**config.mk**
```make
export PLATFORM = sky130hd
export DESIGN_NAME = wildcard_alarm_table_top
export DESIGN_NICKNAME = d
export VERILOG_FILES = /design/src/design/wat_pkg.sv /design/src/design/wildcard_alarm_table_top.sv
export SDC_FILE = /design/constraint.sdc
export NUM_CORES = 2
export LEC_CHECK = 0
export BUFFER_PORTS_ARGS = -buffer_cell sky130_fd_sc_hd__clkbuf_2
export CORE_MARGIN = 2
export CORE_UTILIZATION = 40
export DETAILED_ROUTE_END_ITERATION = 12
export RECOVER_POWER = 25
export SYNTH_ARGS = -nofsm -noshare
export SYNTH_HDL_FRONTEND = slang
export SYNTH_SLANG_ARGS = --single-unit
export TNS_END_PERCENT = 20
```
**constraint.sdc**
```tcl
create_clock -name clk_i -period 5.9 [get_ports clk_i]
set_input_delay 1.475 -clock clk_i [delete_from_list [all_inputs] [get_ports clk_i]]
set_output_delay 1.475 -clock clk_i [all_outputs]
set_load 0.02 [all_outputs]
```
**src/design/wat_pkg.sv**
```systemverilog
`timescale 1ns / 1ps
// ----------------------------------------------------------------------------
// wat_pkg
// Shared types and constants for the wildcard alarm table.
// ----------------------------------------------------------------------------
package wat_pkg;

  localparam int unsigned TABLE_DEPTH = 16;
  localparam int unsigned IDX_W       = (TABLE_DEPTH > 1) ? $clog2(TABLE_DEPTH) : 1;
  localparam int unsigned CNT_W       = $clog2(TABLE_DEPTH + 1);
  localparam int unsigned PADDR_W     = 3;

  localparam logic [31:0] MIN_VALID_RST = 32'd100000;

  // command codes
  localparam logic [1:0] CMD_TICK = 2'd0;
  localparam logic [1:0] CMD_ADD  = 2'd1;
  localparam logic [1:0] CMD_DEL  = 2'd2;
  localparam logic [1:0] CMD_UPD  = 2'd3;

  // result kinds
  localparam logic [1:0] KIND_ADD  = 2'd0;
  localparam logic [1:0] KIND_DEL  = 2'd1;
  localparam logic [1:0] KIND_UPD  = 2'd2;
  localparam logic [1:0] KIND_FIRE = 2'd3;

  // one alarm entry as stored
  typedef struct packed {
    logic [15:0] id;
    logic [11:0] year;
    logic [3:0]  month;
    logic [4:0]  day;
    logic [4:0]  hour;
    logic [5:0]  minute;
    logic [5:0]  second;
    logic        enable;
    logic        repeat_en;
    logic        payload;
    logic        fired;
  } entry_t;

endpackage

```
**src/design/wildcard_alarm_table_top.sv**
```systemverilog
`timescale 1ns / 1ps
// ----------------------------------------------------------------------------
// wildcard_alarm_table_top
// Ordered alarm table kept in a synchronous RAM, with add, delete, update
// and tick commands handled by a read-modify-write sequencer.
// ----------------------------------------------------------------------------
//  channel   direction  handshake                 payload
//  in        input      in_valid_i / in_ready_o   cmd_i .. epoch_seconds_i
//  out       output     out_valid_o / out_ready_i kind_o ok_o result_id_o last_o
//  cfg       input      psel/penable/pwrite       paddr pwdata prdata (pready=1)
//
//  add writes the new entry on acceptance; delete and update scan the entries
//  up to the match, delete then moves each later entry down to close the gap.
//  a tick visits every entry in turn (read, then evaluate and write back).
//  one item at a time; a stalled output pauses a tick once two fires are queued.
//  reset zeroes count and stamp and sets next id to 1; RAM needs no clearing.
module wildcard_alarm_table_top
  import wat_pkg::*;
(
  input  logic               clk_i,
  input  logic               rst_ni,
  input  logic               in_valid_i,
  output logic               in_ready_o,
  input  logic [1:0]         cmd_i,
  input  logic [15:0]        task_id_i,
  input  logic [11:0]        year_i,
  input  logic [3:0]         month_i,
  input  logic [4:0]         day_i,
  input  logic [4:0]         hour_i,
  input  logic [5:0]         minute_i,
  input  logic [5:0]         second_i,
  input  logic               enable_flag_i,
  input  logic               repeat_flag_i,
  input  logic               has_payload_i,
  input  logic [31:0]        epoch_seconds_i,
  output logic               out_valid_o,
  input  logic               out_ready_i,
  output logic [1:0]         kind_o,
  output logic               ok_o,
  output logic [15:0]        result_id_o,
  output logic               last_o,
  input  logic               psel,
  input  logic               penable,
  input  logic               pwrite,
  input  logic [PADDR_W-1:0] paddr,
  input  logic [31:0]        pwdata,
  output logic [31:0]        prdata,
  output logic               pready
);

  localparam logic [3:0] S_IDLE    = 4'd0;
  localparam logic [3:0] S_FIND_RD = 4'd1;
  localparam logic [3:0] S_FIND_EV = 4'd2;
  localparam logic [3:0] S_SHF_RD  = 4'd3;
  localparam logic [3:0] S_SHF_WR  = 4'd4;
  localparam logic [3:0] S_TICK_RD = 4'd5;
  localparam logic [3:0] S_TICK_EV = 4'd6;
  localparam logic [3:0] S_FLUSH   = 4'd7;
  localparam logic [3:0] S_RESP    = 4'd8;

  // control state
  logic [3:0]       state_q, state_d;
  logic [IDX_W-1:0] idx_q, idx_d;
  logic [CNT_W-1:0] count_q, count_d;
  logic [15:0]      next_id_q, next_id_d;
  logic [31:0]      stamp_q, stamp_d;
  logic [31:0]      min_valid_q;
  logic             pend_valid_q, pend_valid_d;
  logic             out_valid_q, out_valid_d;

  // payload registers
  logic [15:0] pend_id_q, pend_id_d;
  logic [1:0]  kind_q, kind_d;
  logic        ok_q, ok_d;
  logic [15:0] res_id_q, res_id_d;
  logic        last_q, last_d;
  logic [1:0]  rkind_q, rkind_d;
  logic        rok_q, rok_d;
  logic [15:0] rid_q, rid_d;

  // latched command
  logic [1:0]  cmd_q;
  entry_t      req_q;
  logic [15:0] tid_q;

  // memory
  entry_t           mem_q [TABLE_DEPTH];
  entry_t           rdata_q;
  logic             we;
  logic [IDX_W-1:0] waddr, raddr;
  entry_t           wdata;

  logic             in_acc, out_free, out_load;
  logic [1:0]       oload_kind;
  logic             oload_ok, oload_last;
  logic [15:0]      oload_id;
  logic [CNT_W-1:0] idx_ext, idx_nxt;
  logic             more;
  entry_t           in_entry;
  logic             match, fire, rearm, emit;
  entry_t           upd_entry;

  assign in_ready_o = (state_q == S_IDLE);
  assign in_acc     = in_valid_i && in_ready_o;
  assign out_free   = !out_valid_q || out_ready_i;
  assign idx_ext    = {{(CNT_W-IDX_W){1'b0}}, idx_q};
  assign idx_nxt    = idx_ext + CNT_W'(1);
  assign more       = idx_nxt < count_q;

  // entry built from the input fields
  always_comb begin
    in_entry.id        = next_id_q;
    in_entry.year      = year_i;
    in_entry.month     = month_i;
    in_entry.day       = day_i;
    in_entry.hour      = hour_i;
    in_entry.minute    = minute_i;
    in_entry.second    = second_i;
    in_entry.enable    = enable_flag_i;
    in_entry.repeat_en = repeat_flag_i;
    in_entry.payload   = has_payload_i;
    in_entry.fired     = 1'b0;
  end

  // tick match on the entry just read
  always_comb begin
    match = ((rdata_q.year == '0) || (rdata_q.year == req_q.year)) &&
            ((rdata_q.month == '0) || (rdata_q.month == req_q.month)) &&
            ((rdata_q.day == '0) || (rdata_q.day == req_q.day)) &&
            (rdata_q.hour == req_q.hour) && (rdata_q.minute == req_q.minute) &&
            (req_q.second >= rdata_q.second);
    fire  = rdata_q.enable && match && !rdata_q.fired;
    rearm = rdata_q.enable && !match && rdata_q.fired && rdata_q.repeat_en;
    emit  = fire && rdata_q.payload;
    upd_entry = rdata_q;
    if (fire) begin
      upd_entry.fired = 1'b1;
      if (!rdata_q.repeat_en) begin
        upd_entry.enable = 1'b0;
      end
    end else if (rearm) begin
      upd_entry.fired = 1'b0;
    end
  end

  // sequencer
  always_comb begin
    state_d      = state_q;
    idx_d        = idx_q;
    count_d      = count_q;
    next_id_d    = next_id_q;
    stamp_d      = stamp_q;
    pend_valid_d = pend_valid_q;
    pend_id_d    = pend_id_q;
    rkind_d      = rkind_q;
    rok_d        = rok_q;
    rid_d        = rid_q;
    we           = 1'b0;
    waddr        = idx_q;
    wdata        = rdata_q;
    raddr        = idx_q;
    out_load     = 1'b0;
    oload_kind   = KIND_FIRE;
    oload_ok     = 1'b1;
    oload_id     = pend_id_q;
    oload_last   = 1'b0;
    case (state_q)
      S_IDLE: begin
        if (in_acc) begin
          idx_d = '0;
          rid_d = task_id_i;
          case (cmd_i)
            CMD_ADD: begin
              rkind_d = KIND_ADD;
              state_d = S_RESP;
              if (count_q >= CNT_W'(TABLE_DEPTH)) begin
                rok_d = 1'b0;
                rid_d = '0;
              end else begin
                we        = 1'b1;
                waddr     = count_q[IDX_W-1:0];
                wdata     = in_entry;
                count_d   = count_q + CNT_W'(1);
                rok_d     = 1'b1;
                rid_d     = next_id_q;
                next_id_d = next_id_q + 16'd1;
              end
            end
            CMD_DEL, CMD_UPD: begin
              rkind_d = (cmd_i == CMD_DEL) ? KIND_DEL : KIND_UPD;
              rok_d   = 1'b0;
              state_d = (count_q == '0) ? S_RESP : S_FIND_RD;
            end
            default: begin
              if ((count_q != '0) && (epoch_seconds_i >= min_valid_q) &&
                  (epoch_seconds_i != stamp_q)) begin
                stamp_d = epoch_seconds_i;
                state_d = S_TICK_RD;
              end
            end
          endcase
        end
      end
      S_FIND_RD: begin
        state_d = S_FIND_EV;
      end
      S_FIND_EV: begin
        if (rdata_q.id == tid_q) begin
          rok_d = 1'b1;
          if (cmd_q == CMD_UPD) begin
            we       = 1'b1;
            wdata    = req_q;
            wdata.id = tid_q;
            state_d  = S_RESP;
          end else if (more) begin
            state_d = S_SHF_RD;
          end else begin
            count_d = count_q - CNT_W'(1);
            state_d = S_RESP;
          end
        end else if (more) begin
          idx_d   = idx_q + IDX_W'(1);
          state_d = S_FIND_RD;
        end else begin
          state_d = S_RESP;
        end
      end
      S_SHF_RD: begin
        raddr   = idx_q + IDX_W'(1);
        state_d = S_SHF_WR;
      end
      S_SHF_WR: begin
        we    = 1'b1;
        wdata = rdata_q;
        if (idx_nxt < count_q - CNT_W'(1)) begin
          idx_d   = idx_q + IDX_W'(1);
          state_d = S_SHF_RD;
        end else begin
          count_d = count_q - CNT_W'(1);
          state_d = S_RESP;
        end
      end
      S_TICK_RD: begin
        state_d = S_TICK_EV;
      end
      S_TICK_EV: begin
        // hold while a second result has nowhere to go
        if (!(emit && pend_valid_q && !out_free)) begin
          we    = 1'b1;
          wdata = upd_entry;
          if (emit) begin
            if (pend_valid_q) begin
              out_load = 1'b1;
            end
            pend_valid_d = 1'b1;
            pend_id_d    = rdata_q.id;
          end
          if (more) begin
            idx_d   = idx_q + IDX_W'(1);
            state_d = S_TICK_RD;
          end else begin
            state_d = S_FLUSH;
          end
        end
      end
      S_FLUSH: begin
        if (!pend_valid_q) begin
          state_d = S_IDLE;
        end else if (out_free) begin
          out_load     = 1'b1;
          oload_last   = 1'b1;
          pend_valid_d = 1'b0;
          state_d      = S_IDLE;
        end
      end
      S_RESP: begin
        if (out_free) begin
          out_load   = 1'b1;
          oload_kind = rkind_q;
          oload_ok   = rok_q;
          oload_id   = rid_q;
          oload_last = 1'b1;
          state_d    = S_IDLE;
        end
      end
      default: begin
        state_d = S_IDLE;
      end
    endcase
  end

  // output register
  always_comb begin
    out_valid_d = out_valid_q;
    kind_d      = kind_q;
    ok_d        = ok_q;
    res_id_d    = res_id_q;
    last_d      = last_q;
    if (out_load) begin
      out_valid_d = 1'b1;
      kind_d      = oload_kind;
      ok_d        = oload_ok;
      res_id_d    = oload_id;
      last_d      = oload_last;
    end else if (out_ready_i) begin
      out_valid_d = 1'b0;
    end
  end

  // control registers
  always_ff @(posedge clk_i or negedge rst_ni) begin
    if (!rst_ni) begin
      state_q      <= S_IDLE;
      idx_q        <= '0;
      count_q      <= '0;
      next_id_q    <= 16'd1;
      stamp_q      <= '0;
      min_valid_q  <= MIN_VALID_RST;
      pend_valid_q <= 1'b0;
      out_valid_q  <= 1'b0;
    end else begin
      state_q      <= state_d;
      idx_q        <= idx_d;
      count_q      <= count_d;
      next_id_q    <= next_id_d;
      stamp_q      <= stamp_d;
      pend_valid_q <= pend_valid_d;
      out_valid_q  <= out_valid_d;
      if (psel && penable && pwrite && (paddr == '0)) begin
        min_valid_q <= pwdata;
      end
    end
  end

  // payload registers
  always_ff @(posedge clk_i) begin
    pend_id_q <= pend_id_d;
    kind_q    <= kind_d;
    ok_q      <= ok_d;
    res_id_q  <= res_id_d;
    last_q    <= last_d;
    rkind_q   <= rkind_d;
    rok_q     <= rok_d;
    rid_q     <= rid_d;
    if (in_acc) begin
      cmd_q <= cmd_i;
      tid_q <= task_id_i;
      req_q <= in_entry;
    end
  end

  // entry ram, one write and one registered read
  always_ff @(posedge clk_i) begin
    if (we) begin
      mem_q[waddr] <= wdata;
    end
    rdata_q <= mem_q[raddr];
  end

  assign out_valid_o = out_valid_q;
  assign kind_o      = kind_q;
  assign ok_o        = ok_q;
  assign result_id_o = res_id_q;
  assign last_o      = last_q;
  assign prdata      = (paddr == '0) ? min_valid_q : '0;
  assign pready      = 1'b1;

`ifndef NO_ASSERTIONS
  a_count_max: assert property (@(posedge clk_i) disable iff (!rst_ni)
    count_q <= CNT_W'(TABLE_DEPTH))
    else $error("entry count above table depth");

  a_idle_no_pend: assert property (@(posedge clk_i) disable iff (!rst_ni)
    (state_q == S_IDLE) |-> !pend_valid_q)
    else $error("held fired item left behind at idle");

  a_resp_out: assert property (@(posedge clk_i) disable iff (!rst_ni)
    ((state_q == S_RESP) && (state_d == S_IDLE)) |=> (out_valid_q && last_q))
    else $error("command reply not presented");
`endif

endmodule

```
* Yosys cells after proc, flatten, opt, wreduce, memory -nomap -nowiden *
Memories as Yosys holds them, arrays and structs flattened. A register that Yosys moved wholly into a read port is not among the register bits.
Index checks and enable logic that the tools add are counted.

storage, ports and cells
  register bits after elaboration = 209
  RAM bits = 928
  input bits = 133
  output and inout port bits = 55
  logic and storage cells = 204
  memories = 1

operators by class
  add/sub/neg operators = 5
  order comparisons = 5
  eq/ne operators = 32
  muxes and demuxes = 78
  bitwise logic cells = 3
  reduce and logical (&&, ||, !) cells = 53

memories
  name   words  width  rd ports  clocked after memory_dff  wr ports  line                            RTL
  mem_q  16     58     1         1                         1         wildcard_alarm_table_top.sv:87  entry_t mem_q [TABLE_DEPTH];

operator list
  cell                   count
  $mux 58                5
  $pmux 58 s3            1
  $mux 4                 22
  $mux 16                4
  $pmux 4 s9             1
  $mux 5                 7
  $ge 32x32->1           1
  $mux 32                1
  $ne 32x32->1           1
  $mux 1                 25
  $logic_and 1x1->1      19
  $ne 2x2->1 const B     9
  $add 16x1->16 const B  1
  $eq 16x16->1           1
  $eq 4x3->1 const B     4
  $pmux 4 s4             1
  $pmux 5 s3             1
  $eq 12x12->1           1
  $logic_not 12->1       1
  $reduce_and 3->1       4
  $reduce_and 4->1       3
  $eq 5x5->1             2
  $logic_not 5->1        2
  $lt 5x5->1             2
  other kinds (36)       57

* Longest topological paths before layout *
  depth in word-level cells = 16
  depth in mapped cells = 13

* Worst setup path before layout *
No wires, ideal clock.

  path type = input to register
  start point = input port cmd_i[1]
  end point = memory mem_q[14][0] (netlist name) (enable)
  library setup time = 545 ps
  arrival = 6666 ps
  setup slack = -1311 ps
  stages on the path = 6
  buffers on the path = 2
  cells stage by stage = nand2b_1 clkbuf_1 nor4_4 clkbuf_1 a31oi_1 nor3_1

on the way
  word-level cells in the longest chain between the ends = 6
  elaborated cells on any way between the ends = 9
  classes of those cells = eq/ne: 1; mux: 8

RTL lines
  item                          line                             RTL
  from (decl)                   wildcard_alarm_table_top.sv:24   input logic [1:0] cmd_i,
  $eq 2x1->1 (*)                wildcard_alarm_table_top.sv:172  case (cmd_i)
  $mux 1                        wildcard_alarm_table_top.sv:172
  $mux 1                        wildcard_alarm_table_top.sv:169  if (in_acc) begin
  $pmux 1 s4                    wildcard_alarm_table_top.sv:167  case (state_q)
  $mux 1                        wildcard_alarm_table_top.sv:354  if (we) begin
  $mux 1 (implied by the code)  wildcard_alarm_table_top.sv:355  mem_q[waddr] <= wdata;
  to (decl)                     wildcard_alarm_table_top.sv:87

Every way passes the cells marked *; elsewhere a longest branch is shown, timed or not.

* Final worst setup path *
  start point = input port cmd_i[1]
  end point = register next_id_q[12]

on the way
  word-level cells in the longest chain between the ends = 2

RTL lines
  item                               line                             RTL
  $eq 2x1->1                         wildcard_alarm_table_top.sv:172
  $reduce_and 4->1 (no source line)  n/a
  to (signal assigned)               wildcard_alarm_table_top.sv:325  next_id_q <= next_id_d;
  to (decl)                          wildcard_alarm_table_top.sv:65   logic [15:0] next_id_q, next_id_d;

Every way passes these cells.
A chain may end at the register's enable or synchronous reset.

==> metrics.yaml <==
synthesis:
  synth_cell_types: 67
  syn_nets: 2693
  synth_top_flop_cell: "edfxtp_1"
  async_flop_share_pct: 7.95
  syn_area_per_cell_um2: 19.0
  ys_warn_count: 0
  synth_area_mm2: 0.0476
  synth_seq_cells: 1195
  synth_edf_count: 1042
  ys_seq_area_share_pct: 73.2
  synth_cells: 2509
sta:
  setup_viol: 0
  setup_slack_ns: 1.14
  rsz0062_at_grt: "false"
  hold_viol_final: 0
  worstMarginPinSlew_ns: 3.28
  finalClockSkew_ns: 0.0295
  relSlewSlack_pct: -119
  post-route-min-period_ns: 4.76
  slew_viol_final: 190
  min_period_over_period_pct: 80.7
  fmaxAchievable_mhz: 210
outcome:
  run_status: "finished with violations"
  violations: "capacitance limit, slew limit"
die:
  die_w_um: 349
  rows: 126
  initial_core_util_pct: 40.3
  core_mm2: 0.118
  fp.dieArea_mm2: 0.122
  io_pins: 188
  dieHeight_um: 349
placement:
  post-place-cells: 4159
  routabilityCongestion: 0.826
  place_hpwl_um: 59500
  portBuffers: 186
  dp_slack_ns: 1.35
global_routing:
  grt.overflow.total: 0
  antenna_found_initial: 2
  grt_max_degree: 123
  grtUsageTotal_pct: 18.2
  grt_pass1_wl_um: 164000
  first_global_vias: 25033
worst_setup_path:
  crit_path_cell_trace: "clkbuf_1, nand2b_1, clkbuf_1, nor4_4, clkbuf_1, and3_1, nand4_1, nor2_1, nand3_1, xnor2_1"
  startpoint_type: "input port"
  worstReg2RegEnd: "cmd_q[0]"
  ff2ff_setup_slack_ns: 1.29
  arrival_ns: 5.34
  rr_worst_depth: 4
  crit_path_end_kind: "register"
  endpoint: "next_id_q[12]"
  cp_slowest_cell: "nor4_4"
  slowest_delay_ns: 1.01
  crit_start: "cmd_i[1]"
  crit_required_ns: 6.48
  critPathMostFrequentCell: "clkbuf_1"
  path_max_fanout: 37
  path_class: "input port to register"
  r2r_start: "state_q[1]"
final_layout:
  final_common_cell: "edfxtp_1"
  final_layout_size_suffix_gt1_share_pct: 23.5
  syn_to_final_growth_pct: 14.4
  final_core_util_pct: 46.1
  filler_cell_count: 9903
  num-nets-final: 2930
  final_cell_mix: "1,042 x edfxtp_1, 290 x mux4_2, 257 x nand2_1"
  layout.cells.non_filler: 4388
routing:
  vias_per_cell: 5.52
  wl_um: 110000
  wl_per_cell_um: 25.2
  dr.pass1.iters: 6
  route.vias.total: 24208
  first_iter_violations: 2483
  drc: 0
  ant_nets: 0
flow_run:
  max_cap_violations: 4
hold_path:
  holdCritPathClass: "register to register"
  hold_depth: 0
power:
  vdd_ir_drop_max_uv: 430
  cellPowerDensity_mw_per_mm2: 468
  power_leakage_nw: 18.4
cts:
  clk_latency_ns: 0.72
  clockRootBuffer: "clkbuf_16"
  cts_setup_buffers: 0
  ctsResizeCount: 0
  clk_path_buf_depth: 3
  cts.sinks: 1195
  cts.clk_slew.worst_paths_ns: 0.06
  htreeDepth: 3
  cts_hold_buf: 0
  numCtsBuffers: 121
  cts_tree: "done"
## kinds of logic after synthesis
kind of cell / after synthesis / synth area share, %
flip-flops: 1195 / 73.2
other: 1 / 0.00788
AO/OA/AOI/OAI: 149 / 1.96
adder cells (fa/ha/maj): 51 / 1.34
AND/OR/NAND/NOR: 492 / 4.82
buffers and inverters: 169 / 1.67
XOR/XNOR: 106 / 1.97
multiplexers: 346 / 15.0
## per-stage QoR
step | power (mW) | hold WS (ns) | TNS (ns) | cell area, um2
6_report | 25.5 | 0.497 | 0 | 54500
5_1_grt | 26.7 | 0.508 | 0 | 54500
4_1_cts | 25.8 | 0.493 | 0 | 54600
3_5_place_dp | 18.3 | 0.480 | 0 | 50700
3_3_place_gp | 18.0 | 0.480 | 0 | 50700
2_1_floorplan | 16.5 | 0.451 | -1144.45 | 47600
## cell type report
class	instances	area, um2	share of cell area, %
antenna	1	2.50	0.00459
timing repair buffer	234	1450	2.67
inverter	49	184	0.338
clock inverter	48	447	0.820
sequential	1195	34800	64.0
clock buffer	180	3510	6.45
tap	1536	1920	3.53
multi-input combinational	1145	12100	22.2
## Yosys cell counts (4+ instances only)
cell type  number  area, um2
dfstp_2         7        184
nand3_1        63        315
o21ai_0        63        315
nor2_1         28        105
ha_1           51        638
or2_2           4       25.0
xor2_1          5       43.8
buf_4          15        113
a21o_1          4       30.0
nor4_1         11       68.8
nor3_1         25        125
dfrtp_1        88       2200
a2111oi_0       4       35.0
buf_2          40        200
a22oi_1        10       75.1
nor3b_1         5       37.5
clkbuf_1       55        206
a21oi_1        26        130
edfxtp_1     1042      31300
dfxtp_1        58       1160
nor2b_1         6       37.5
a31oi_1        10       62.6
buf_6           7       78.8
nand2b_1        8       50.1
mux4_2        290       6530
nand2_1       257        965
mux2_1         32        360
and2_1         35        219
inv_1          48        180
nand4_1        29        181
and3_1          8       50.1
mux2_2         21        236
xnor2_1       100        876
and4_1          5       43.8
## worst min-delay path by stage
stage | from | endpoint | slack [ns]
after floorplan | rdata_q[42] | pend_id_q[0] | 0.45
after global placement | rdata_q[55] | pend_id_q[13] | 0.48
after detailed placement | rdata_q[57] | pend_id_q[15] | 0.48
after CTS | rdata_q[57] | pend_id_q[15] | 0.49
after global routing | rdata_q[57] | pend_id_q[15] | 0.51
final | rdata_q[57] | pend_id_q[15] | 0.50
## critical path: cells and delay by family
kind | cells | cell delay (ns)
buf+inv | 3 | 1.57
xor+xnor | 1 | 0.15
simple gates | 6 | 2.12
## state kept, by name, summed over array words and instances, names as in the netlist, 4 cells and up
signal,cells
req_q,41
count_q,5
tid_q,16
result_id_o,16
mem_q,928
pend_id_q,16
idx_q,4
state_q,4
min_valid_q,32
rid_q,16
next_id_q,16
rdata_q,58
stamp_q,32
## metal layers
layer / up-vias / GRT usage, % / wire length, um / part of all wire (%)
met3: 177 / 2.74 / 6090 / 5.5
met1: 12784 / 25.1 / 47300 / 43
met5: - / 0 / 13 / 0.012
li1: 10455 / - / - / -
met2: 790 / 30.5 / 54500 / 49
met4: 2 / 4.46 / 2480 / 2.2
## report_power, final
part | leakage [nW] | switching [mW] | internal, mW
logic | 5.36 | 3.49 | 2.85
registers | 11.1 | 0.547 | 11.1
clock network | 1.94 | 3.18 | 4.33
Note: power is estimated with default switching activity, not from simulation.
